<file path="config.mk">
export PLATFORM = sky130hd
export DESIGN_NAME = first_fit_heap_allocator
export DESIGN_NICKNAME = d
export VERILOG_FILES = /design/src/rtl/core/ffha_pkg.sv /design/src/rtl/core/ffha_store.sv /design/src/rtl/core/first_fit_heap_allocator.sv
export SDC_FILE = /design/constraint.sdc
export NUM_CORES = 2
export LEC_CHECK = 0
export BUFFER_PORTS_ARGS = -buffer_cell sky130_fd_sc_hd__clkbuf_2
export CAP_MARGIN = 20
export CORE_ASPECT_RATIO = 1.2
export CORE_MARGIN = 1
export CORE_UTILIZATION = 47
export CTS_BUF_LIST = sky130_fd_sc_hd__clkbuf_2
export CTS_CLUSTER_SIZE = 24
export DETAILED_ROUTE_END_ITERATION = 10
export GPL_ROUTABILITY_DRIVEN = 0
export HOLD_SLACK_MARGIN = 0.1
export PLACE_DENSITY = 0.66
export SYNTH_ARGS = -nofsm -noshare
export SYNTH_HDL_FRONTEND = slang
export SYNTH_SLANG_ARGS = --single-unit
</file>
<file path="constraint.sdc">
create_clock -name clk -period 16 [get_ports clk]
set_clock_uncertainty 0.05 [all_clocks]
set_input_delay 0.8 -clock clk [delete_from_list [all_inputs] [get_ports clk]]
set_output_delay 0.8 -clock clk [all_outputs]
set_load 0.1 [all_outputs]
</file>
<file path="src/rtl/core/ffha_pkg.sv">
package ffha_pkg;

  localparam int ADDR_W = 10;
  localparam int BYTE_W = 8;
  localparam int MEM_DEPTH = 256;

  localparam logic OP_ALLOC = 1'b0;
  localparam logic OP_FREE  = 1'b1;

  localparam logic [1:0] ST_ALLOCATED = 2'd0;
  localparam logic [1:0] ST_NO_FIT    = 2'd1;
  localparam logic [1:0] ST_FREED     = 2'd2;

  // heap store access, one per cycle
  typedef struct packed {
    logic              re;
    logic              we;
    logic [ADDR_W-1:0] addr;
    logic [BYTE_W-1:0] wdata;
  } mem_req_t;

  typedef enum logic [4:0] {
    U_IDLE,
    U_A_HDR,
    U_A_SIZE,
    U_A_LDBS,
    U_A_TEST,
    U_A_ADV,
    U_A_TAKE,
    U_A_SPLIT0,
    U_A_SPLIT1,
    U_A_SPLIT2,
    U_A_OK,
    U_A_NOFIT,
    U_F_CLR,
    U_F_RDSZ,
    U_F_LDBS,
    U_F_HDR,
    U_F_SIZE,
    U_F_TEST,
    U_F_GROW,
    U_F_STORE,
    U_F_DONE
  } step_t;

  typedef enum logic [2:0] {
    A_CUR,
    A_CUR1,
    A_NH,
    A_NH1,
    A_NXT,
    A_NXT1
  } addr_sel_t;

  typedef enum logic [2:0] {
    W_ZERO,
    W_ONE,
    W_REQ,
    W_REM,
    W_BS
  } wdat_sel_t;

  typedef enum logic [2:0] {
    L_NONE,
    L_FLAG,
    L_BS,
    L_BSADD,
    L_CURADV
  } ld_sel_t;

  typedef enum logic [3:0] {
    C_NEXT,
    C_ALWAYS,
    C_CUR_END,
    C_FIT,
    C_NOSPLIT,
    C_NXT_END,
    C_FLAG_SET,
    C_DISPATCH,
    C_EMIT
  } cond_t;

  typedef enum logic [1:0] {
    R_OK,
    R_NOFIT,
    R_FREED
  } res_sel_t;

  typedef struct packed {
    addr_sel_t asel;
    logic      rd;
    logic      wr;
    wdat_sel_t wsel;
    ld_sel_t   ld;
    cond_t     cond;
    res_sel_t  res;
    step_t     target;
  } ctrl_t;

  localparam ctrl_t CTRL_NOP = '{
    asel:   A_CUR,
    rd:     1'b0,
    wr:     1'b0,
    wsel:   W_ZERO,
    ld:     L_NONE,
    cond:   C_NEXT,
    res:    R_OK,
    target: U_IDLE
  };

  // microprogram store
  function automatic ctrl_t ucode(step_t s);
    ctrl_t c;
    c = CTRL_NOP;
    unique case (s)
      U_IDLE: begin
        c.cond = C_DISPATCH;
      end
      U_A_HDR: begin
        c.rd     = 1'b1;
        c.asel   = A_CUR;
        c.cond   = C_CUR_END;
        c.target = U_A_NOFIT;
      end
      U_A_SIZE: begin
        c.rd   = 1'b1;
        c.asel = A_CUR1;
        c.ld   = L_FLAG;
      end
      U_A_LDBS: begin
        c.ld = L_BS;
      end
      U_A_TEST: begin
        c.cond   = C_FIT;
        c.target = U_A_TAKE;
      end
      U_A_ADV: begin
        c.ld     = L_CURADV;
        c.cond   = C_ALWAYS;
        c.target = U_A_HDR;
      end
      U_A_TAKE: begin
        c.wr     = 1'b1;
        c.asel   = A_CUR;
        c.wsel   = W_ONE;
        c.cond   = C_NOSPLIT;
        c.target = U_A_OK;
      end
      U_A_SPLIT0: begin
        c.wr   = 1'b1;
        c.asel = A_CUR1;
        c.wsel = W_REQ;
      end
      U_A_SPLIT1: begin
        c.wr   = 1'b1;
        c.asel = A_NH;
        c.wsel = W_ZERO;
      end
      U_A_SPLIT2: begin
        c.wr   = 1'b1;
        c.asel = A_NH1;
        c.wsel = W_REM;
      end
      U_A_OK: begin
        c.cond = C_EMIT;
        c.res  = R_OK;
      end
      U_A_NOFIT: begin
        c.cond = C_EMIT;
        c.res  = R_NOFIT;
      end
      U_F_CLR: begin
        c.wr   = 1'b1;
        c.asel = A_CUR;
        c.wsel = W_ZERO;
      end
      U_F_RDSZ: begin
        c.rd   = 1'b1;
        c.asel = A_CUR1;
      end
      U_F_LDBS: begin
        c.ld = L_BS;
      end
      U_F_HDR: begin
        c.rd     = 1'b1;
        c.asel   = A_NXT;
        c.cond   = C_NXT_END;
        c.target = U_F_DONE;
      end
      U_F_SIZE: begin
        c.rd   = 1'b1;
        c.asel = A_NXT1;
        c.ld   = L_FLAG;
      end
      U_F_TEST: begin
        c.cond   = C_FLAG_SET;
        c.target = U_F_DONE;
      end
      U_F_GROW: begin
        c.ld = L_BSADD;
      end
      U_F_STORE: begin
        c.wr     = 1'b1;
        c.asel   = A_CUR1;
        c.wsel   = W_BS;
        c.cond   = C_ALWAYS;
        c.target = U_F_HDR;
      end
      U_F_DONE: begin
        c.cond = C_EMIT;
        c.res  = R_FREED;
      end
      default: begin
        c.cond   = C_ALWAYS;
        c.target = U_IDLE;
      end
    endcase
    return c;
  endfunction

endpackage

</file>
<file path="src/rtl/core/ffha_store.sv">
module ffha_store #(
  parameter int HEAP_BASE  = 128,
  parameter int HEAP_LIMIT = 255
) (
  input  logic                             clk,
  input  logic                             rst_n,
  input  ffha_pkg::mem_req_t               req,
  output logic [ffha_pkg::BYTE_W-1:0]      rdata
);
  import ffha_pkg::*;

  localparam logic [BYTE_W-1:0] INIT_SIZE = BYTE_W'(HEAP_LIMIT - HEAP_BASE - 2);
  localparam logic [ADDR_W-1:0] BASE_A    = ADDR_W'(HEAP_BASE);
  localparam logic [ADDR_W-1:0] LIMIT_A   = ADDR_W'(HEAP_LIMIT);
  localparam logic [ADDR_W-1:0] SIZE_A    = ADDR_W'(HEAP_BASE + 1);
  localparam logic [ADDR_W-1:0] TOP_A     = ADDR_W'(MEM_DEPTH);

  logic [BYTE_W-1:0] heap_mem [MEM_DEPTH];
  logic [MEM_DEPTH-1:0] vld_r;
  logic [BYTE_W-1:0] rd_data_r;
  logic rd_vld_r;
  logic rd_inh_r;
  logic rd_init_r;
  logic inh;
  logic [7:0] idx;

  assign idx = req.addr[7:0];
  assign inh = (req.addr >= BASE_A) && (req.addr < LIMIT_A) && (req.addr < TOP_A);

  always_ff @(posedge clk) begin
    if (req.we && inh) begin
      heap_mem[idx] <= req.wdata;
    end
    if (req.re) begin
      rd_data_r <= heap_mem[idx];
    end
  end

  // unwritten bytes read as the reset image
  always_ff @(posedge clk) begin
    if (!rst_n) begin
      vld_r     <= '0;
      rd_vld_r  <= 1'b0;
      rd_inh_r  <= 1'b0;
      rd_init_r <= 1'b0;
    end else begin
      if (req.we && inh) begin
        vld_r[idx] <= 1'b1;
      end
      if (req.re) begin
        rd_vld_r  <= vld_r[idx];
        rd_inh_r  <= inh;
        rd_init_r <= (req.addr == SIZE_A);
      end
    end
  end

  always_comb begin
    if (!rd_inh_r) begin
      rdata = '0;
    end else if (rd_vld_r) begin
      rdata = rd_data_r;
    end else if (rd_init_r) begin
      rdata = INIT_SIZE;
    end else begin
      rdata = '0;
    end
  end

endmodule

</file>
<file path="src/rtl/core/first_fit_heap_allocator.sv">
// sequence from accept to out_valid: allocate runs header, size, load, test and advance
//   steps per header passed over, then ends at no fit, takes the whole block, or splits it;
//   free clears, reads its size, merges each free neighbor, then stops at the heap end or a
//   used block; a stalled result holds its finishing step. One transaction at a time, the
//   next accepted back in idle; worst case is a wild free merging two bytes at a time from 0
// reset: synchronous active-low; heap reads as one free block at once via per-byte valid bits
module first_fit_heap_allocator #(
  parameter int HEAP_BASE  = 128,
  parameter int HEAP_LIMIT = 255
) (
  input  logic       clk,
  input  logic       rst_n,
  input  logic       in_valid,
  output logic       in_ready,
  input  logic       in_op,
  input  logic [7:0] in_request_size,
  input  logic [7:0] in_release_address,
  output logic       out_valid,
  input  logic       out_ready,
  output logic [7:0] out_payload_address,
  output logic [1:0] out_status
);
  import ffha_pkg::*;

  localparam logic [ADDR_W-1:0] BASE_A  = ADDR_W'(HEAP_BASE);
  localparam logic [ADDR_W-1:0] LIMIT_A = ADDR_W'(HEAP_LIMIT);

  // sequencer state
  step_t upc_r, upc_nxt;
  logic  out_valid_r, out_valid_nxt;

  // datapath registers
  logic [ADDR_W-1:0] cur_r, cur_nxt;    // header being examined / freed
  logic [ADDR_W-1:0] bs_r, bs_nxt;      // block size, full width while merging
  logic [BYTE_W-1:0] flag_r, flag_nxt;
  logic [BYTE_W-1:0] req_r, req_nxt;
  logic [7:0]        paddr_r, paddr_nxt;
  logic [1:0]        status_r, status_nxt;

  ctrl_t             cw;
  mem_req_t          mreq;
  logic [BYTE_W-1:0] rdata;
  logic [ADDR_W-1:0] nxt_addr;
  logic [ADDR_W-1:0] nh_addr;
  logic [ADDR_W-1:0] req_w;
  logic              fit;
  logic              split;
  logic              taken;
  logic              in_acc;
  logic              out_busy;
  logic              emit_go;

  ffha_store #(
    .HEAP_BASE  (HEAP_BASE),
    .HEAP_LIMIT (HEAP_LIMIT)
  ) u_store (
    .clk   (clk),
    .rst_n (rst_n),
    .req   (mreq),
    .rdata (rdata)
  );

  // control word for the current step
  assign cw = ucode(upc_r);

  assign req_w    = {2'b00, req_r};
  assign nxt_addr = cur_r + bs_r + ADDR_W'(2);     // header after the current block
  assign nh_addr  = cur_r + req_w + ADDR_W'(2);    // header of the split remainder
  assign fit      = (flag_r == '0) && (req_w <= bs_r);
  assign split    = (bs_r >= ADDR_W'(2)) && (req_w < bs_r - ADDR_W'(2));

  assign in_ready = (upc_r == U_IDLE);
  assign in_acc   = in_valid && in_ready;
  // output register frees up when its transaction goes out
  assign out_busy = out_valid_r && !out_ready;
  assign emit_go  = (cw.cond == C_EMIT) && !out_busy;

  // conditional jump decode
  always_comb begin
    unique case (cw.cond)
      C_NEXT:     taken = 1'b0;
      C_ALWAYS:   taken = 1'b1;
      C_CUR_END:  taken = (cur_r >= LIMIT_A);
      C_FIT:      taken = fit;
      C_NOSPLIT:  taken = !split;
      C_NXT_END:  taken = (nxt_addr >= LIMIT_A);
      C_FLAG_SET: taken = (flag_r != '0);
      default:    taken = 1'b0;
    endcase
  end

  // heap store access
  always_comb begin
    mreq.re = cw.rd;
    mreq.we = cw.wr;
    unique case (cw.asel)
      A_CUR:   mreq.addr = cur_r;
      A_CUR1:  mreq.addr = cur_r + ADDR_W'(1);
      A_NH:    mreq.addr = nh_addr;
      A_NH1:   mreq.addr = nh_addr + ADDR_W'(1);
      A_NXT:   mreq.addr = nxt_addr;
      A_NXT1:  mreq.addr = nxt_addr + ADDR_W'(1);
      default: mreq.addr = cur_r;
    endcase
    unique case (cw.wsel)
      W_ZERO:  mreq.wdata = '0;
      W_ONE:   mreq.wdata = BYTE_W'(1);
      W_REQ:   mreq.wdata = req_r;
      W_REM:   mreq.wdata = bs_r[7:0] - req_r - BYTE_W'(2);
      W_BS:    mreq.wdata = bs_r[7:0];   // merged size keeps its low byte
      default: mreq.wdata = '0;
    endcase
  end

  // next-state and datapath
  always_comb begin
    upc_nxt       = upc_r;
    out_valid_nxt = out_valid_r && !out_ready;
    cur_nxt       = cur_r;
    bs_nxt        = bs_r;
    flag_nxt      = flag_r;
    req_nxt       = req_r;
    paddr_nxt     = paddr_r;
    status_nxt    = status_r;

    unique case (cw.ld)
      L_NONE:   ;
      L_FLAG:   flag_nxt = rdata;
      L_BS:     bs_nxt = {2'b00, rdata};
      L_BSADD:  bs_nxt = bs_r + {2'b00, rdata} + ADDR_W'(2);
      L_CURADV: cur_nxt = nxt_addr;
      default:  ;
    endcase

    if (cw.cond == C_DISPATCH) begin
      if (in_acc) begin
        req_nxt = in_request_size;
        if (in_op == OP_FREE) begin
          // header sits two bytes below the payload, modulo 256
          cur_nxt = {2'b00, in_release_address - 8'd2};
          upc_nxt = U_F_CLR;
        end else begin
          cur_nxt = BASE_A;
          upc_nxt = U_A_HDR;
        end
      end
    end else if (cw.cond == C_EMIT) begin
      if (emit_go) begin
        out_valid_nxt = 1'b1;
        unique case (cw.res)
          R_OK: begin
            paddr_nxt  = cur_r[7:0] + 8'd2;
            status_nxt = ST_ALLOCATED;
          end
          R_NOFIT: begin
            paddr_nxt  = '0;
            status_nxt = ST_NO_FIT;
          end
          R_FREED: begin
            paddr_nxt  = '0;
            status_nxt = ST_FREED;
          end
          default: begin
            paddr_nxt  = '0;
            status_nxt = ST_FREED;
          end
        endcase
        upc_nxt = U_IDLE;
      end
    end else if (taken) begin
      upc_nxt = cw.target;
    end else begin
      upc_nxt = step_t'(upc_r + 5'd1);
    end
  end

  always_ff @(posedge clk) begin
    if (!rst_n) begin
      upc_r       <= U_IDLE;
      out_valid_r <= 1'b0;
    end else begin
      upc_r       <= upc_nxt;
      out_valid_r <= out_valid_nxt;
    end
  end

  always_ff @(posedge clk) begin
    cur_r    <= cur_nxt;
    bs_r     <= bs_nxt;
    flag_r   <= flag_nxt;
    req_r    <= req_nxt;
    paddr_r  <= paddr_nxt;
    status_r <= status_nxt;
  end

  assign out_valid           = out_valid_r;
  assign out_payload_address = paddr_r;
  assign out_status          = status_r;

  // a step never reads and writes the heap store together
  a_one_access: assert property (@(posedge clk) disable iff (!rst_n)
    !(mreq.re && mreq.we))
    else $error("heap store read and write in one step");

  // an accepted transaction leaves idle on the next cycle
  a_leave_idle: assert property (@(posedge clk) disable iff (!rst_n)
    in_acc |=> (upc_r != U_IDLE))
    else $error("sequencer stayed idle after accept");

  // a finishing step always leaves a result in the output register
  a_emit_lands: assert property (@(posedge clk) disable iff (!rst_n)
    emit_go |=> (out_valid_r && (upc_r == U_IDLE)))
    else $error("result not captured on emit");

  // a free never reports an address, a failed allocate neither
  a_zero_addr: assert property (@(posedge clk) disable iff (!rst_n)
    (out_valid_r && (status_r == ST_FREED || status_r == ST_NO_FIT)) |->
      (paddr_r == 8'd0))
    else $error("nonzero address with free or no-fit status");

endmodule
</file>
==> summary.md <==
| Metric | Value |
|---|---|
| Area Overhead vs Synth | `13.01%` |
| CORE AREA | `around 210000 sq um` |
| Worst-case clock buffer depth | `4` |
| Routed Antenna Nets | `0` |
| DIE AREA | `211700 sq um` |
| Final cell utilization of the core | `roughly 54%` |
| Slew @ Worst Pin | `between 1000 and 1500 ps` |
| Final TNS setup | `0 ps` |
| EDFF count, synth | `approximately 2100` |
| Final setup vio count | `0` |
| Post-synth cell types | `~100` |
| Fin. Hold Viols | `0` |
| Final net count | `~9600` |
| Final period utilization | `between 50 and 60%` |
| Minimum clock period | `a little over 8000 ps` |
| CP Data Required Time | `around 18000 ps` |
| WL final | `approximately 270000 microns` |
| Total track usage | `between 20% and 30%` |
| Die Height | `approximately 500 microns` |
| Worst Setup Start Kind | `flop` |
| Max cap viols | `0` |
| Synth Cell Area | `98650 sq um` |
| Main synth FF type | `edfxtp_1` |
| Register area share after synthesis | `between 60 and 70%` |
| Fmax | `approximately 120 MHz` |
| Port Buffers | `32` |
| Unrepaired setup endpoints after global routing | `no` |
| CP Max Fanout | `146` |
| Pins Over Slew Limit | `0` |
| Max incr delay on CP | `roughly 970 ps` |
| Initial DRC count | `7348` |
| Mapped Cells | `8068` |
| Yosys top cell area share | `63.68%` |
| Total gr overflow | `0` |
| Post CTS Setup Buffer Count | `0` |
| H-tree depth | `6` |
| CTS resizes | `0` |
| First-pass GRT wire length | `roughly 400000 microns` |
| CTS Root Cell | `clkbuf_2` |
| # IOs | `33` |
| Hold WC Path Type | `input pin to flop` |
| CTS tree | `built` |
| Crit Path Class | `flop to flop` |
| Via Count | `between 60000 and 70000` |
| Pre-antenna DRT Iters | `6` |
| Peak supply drop | `around 390 uV` |
| Drt drc | `0` |
| Slew HR | `slightly below 3%` |
| Largest net degree at the start of global routing | `177` |
| Total placed instance area | `about 110000 sq um` |
| Initial antenna violation count | `14` |
| Hold WS | `approximately 340 ps` |
| Worst path top cell family by delay | `buffers and inverters` |
| Ys async rst share | `0%` |
| Hpwl dp | `approximately 160000 microns` |
| Die W | `approximately 420 microns` |
| Tot Pwr | `approximately 23 mW` |
| Worst skew pair latency | `about 2000 ps` |
| Crit path DAT | `between 9000 and 10000 ps` |
| P_leak | `roughly 42 nW` |
| Vias per inst | `about 5.5` |
| Power per cell area | `~200 nW/um^2` |
| Buf+Inv Stages, Crit Path | `4` |
| Vias in the first global route | `68030` |
| Share of cells above drive strength 1 | `13.23%` |
| Slowest-stage cell, CP | `dfxtp_1` |
| CP Cell Sequence | `inv_1 > ha_1 > o32a_2 > or4_1 > o211ai_4 > buf_4 > buf_12 > buf_4 > nand2_1 > and3_1 > a311oi_1 > a31oi_1 > o32ai_1 > nor4b_1 > nand4b_1 > nand4b_1` |
| Synth Warn # | `0` |
| Number of CTS-inserted buffers | `about 600` |
| Std-Cell Rows | `between 150 and 200` |
| Fin area | `111500 sq um` |
| Synthesized area per cell | `~12 sq um` |
| WL/cell | `between 20 and 25 microns` |
| CTS clk-pin slew, worst paths | `110 ps` |
| Most area-consuming cells after synthesis | `edfxtp_1, nand2_1, dfxtp_1` |
| Worst Setup End Kind | `flop` |
| Dominant cell type by area after synthesis | `edfxtp_1` |
| CTS hold repair buffers | `67` |
| Status | `completed` |
| Clock sinks | `between 2000 and 2500` |
| Initial Utilization | `a little under half` |
| Number of synthesized register bits | `approximately 2400` |
==> final timing paths <==
path | from | end | slack (ps) | cells after the start
worst max-delay path | upc_r[4] | u_store.rd_data_r[2] | 7800 | 16
worst min register to register | u_store.vld_r[94] | u_store.vld_r[94] | 410 | 1
worst max register to register | upc_r[4] | u_store.rd_data_r[2] | 7800 | 16
worst min-delay path | in_release_address[2] | cur_r[4] | 340 | 6
==> cells in the final DEF (no fill, tap or decap), types with 27 or more instances in the layout <==
| master | n |
|---|---|
| nand2_1 | 2250 |
| edfxtp_1 | 2092 |
| conb_1 | 1032 |
| clkbuf_2 | 893 |
| nand3_1 | 697 |
| dfxtp_1 | 275 |
| a311oi_1 | 248 |
| nor3_1 | 245 |
| and3_1 | 242 |
| a31oi_1 | 228 |
| buf_4 | 200 |
| and2_1 | 141 |
| nor2_1 | 113 |
| o21ai_0 | 108 |
| clkinv_1 | 99 |
| ha_1 | 83 |
| o21a_1 | 68 |
| inv_1 | 66 |
| dlygate4sd3_1 | 66 |
| a21oi_1 | 60 |
| mux2i_1 | 44 |
| a211oi_1 | 34 |
| mux4_2 | 34 |
| nor3_2 | 33 |
| xnor2_1 | 27 |
| nand4_1 | 27 |
==> worst register-to-register path, cell delays in order, from the launching register on <==
cell and delay [ps]:
dfxtp_1 970, inv_1 390, ha_1 390, o32a_2 500
or4_1 920, o211ai_4 600, buf_4 740, buf_12 510
buf_4 1060, nand2_1 190, and3_1 190, a311oi_1 250
a31oi_1 90, o32ai_1 600, nor4b_1 240, nand4b_1 160
nand4b_1 110
==> sequential cells by signal, summed over array words and instances (netlist names), 2 cells and up <==
register / count
out_payload_address: 8
flag_r: 8
upc_r: 5
u_store.vld_r: 256
out_status: 2
bs_r: 10
cur_r: 10
u_store.rd_data_r: 8
u_store.heap_mem: 2048
req_r: 8
==> metrics by stage <==
stage,setup slack [ps],instances
global placement,7425,11540
finish,7802,12650
CTS,8036,12630
global route,7617,12640
detailed placement,8090,11560
floorplan,1505,9099
==> kinds of logic after synthesis <==
logic type,synth area share (%)
XOR/XNOR,0.3729
other,0.003801
multiplexers,1.417
flip-flops,69.26
buffers and inverters,3.016
AND/OR/NAND/NOR,17.59
AO/OA/AOI/OAI,7.148
adder cells (fa/ha/maj),1.195
==> layer usage <==
| layer | vias to the layer above | global-route usage (%) | part of all wire (%) |
|---|---|---|---|
| met5 | - | 0 | 0.0047 |
| met4 | 2 | 16.77 | 6.5 |
| met3 | 761 | 5.760 | 8.7 |
| met2 | 3350 | 40.28 | 47 |
| met1 | 33930 | 31.53 | 38 |
| li1 | 31760 | - | - |
==> power by group <==
group | internal, mW | total, mW | leakage (nW) | switching [mW]
registers | 7.27 | 7.46 | 22.6 | 0.188
logic | 2.98 | 11.4 | 15.6 | 8.41
clock network | 1.58 | 3.95 | 3.98 | 2.36
==> layout make-up <==
type                    count  area [sq um]
fillers                 18150         96410
flip-flops and latches   2367         68330
multi-input cells        6097         31530
clock buffers             862          4314
well taps                2775          3472
repair buffers            323          2749
clock inverters           134         788.3
inverters                  68         255.2
diodes                     23         57.56
==> Yosys cell counts, drive strengths merged (17+ instances only) <==
cell type  instances
a31oi            228
and3             242
or3               18
nand3            698
ha                83
nor2             117
xnor2             27
o211ai            18
a211oi            34
nor3             278
buf              394
clkbuf           173
mux2i             44
and2             142
mux4              34
dfxtp            275
o21a              71
inv               66
a21oi             60
a311oi           248
nand2           2255
nor4              30
o32ai             21
o21ai            122
edfxtp          2092
nand4             27
mux2              17
No activity file was read; power rests on OpenSTA's default activity.
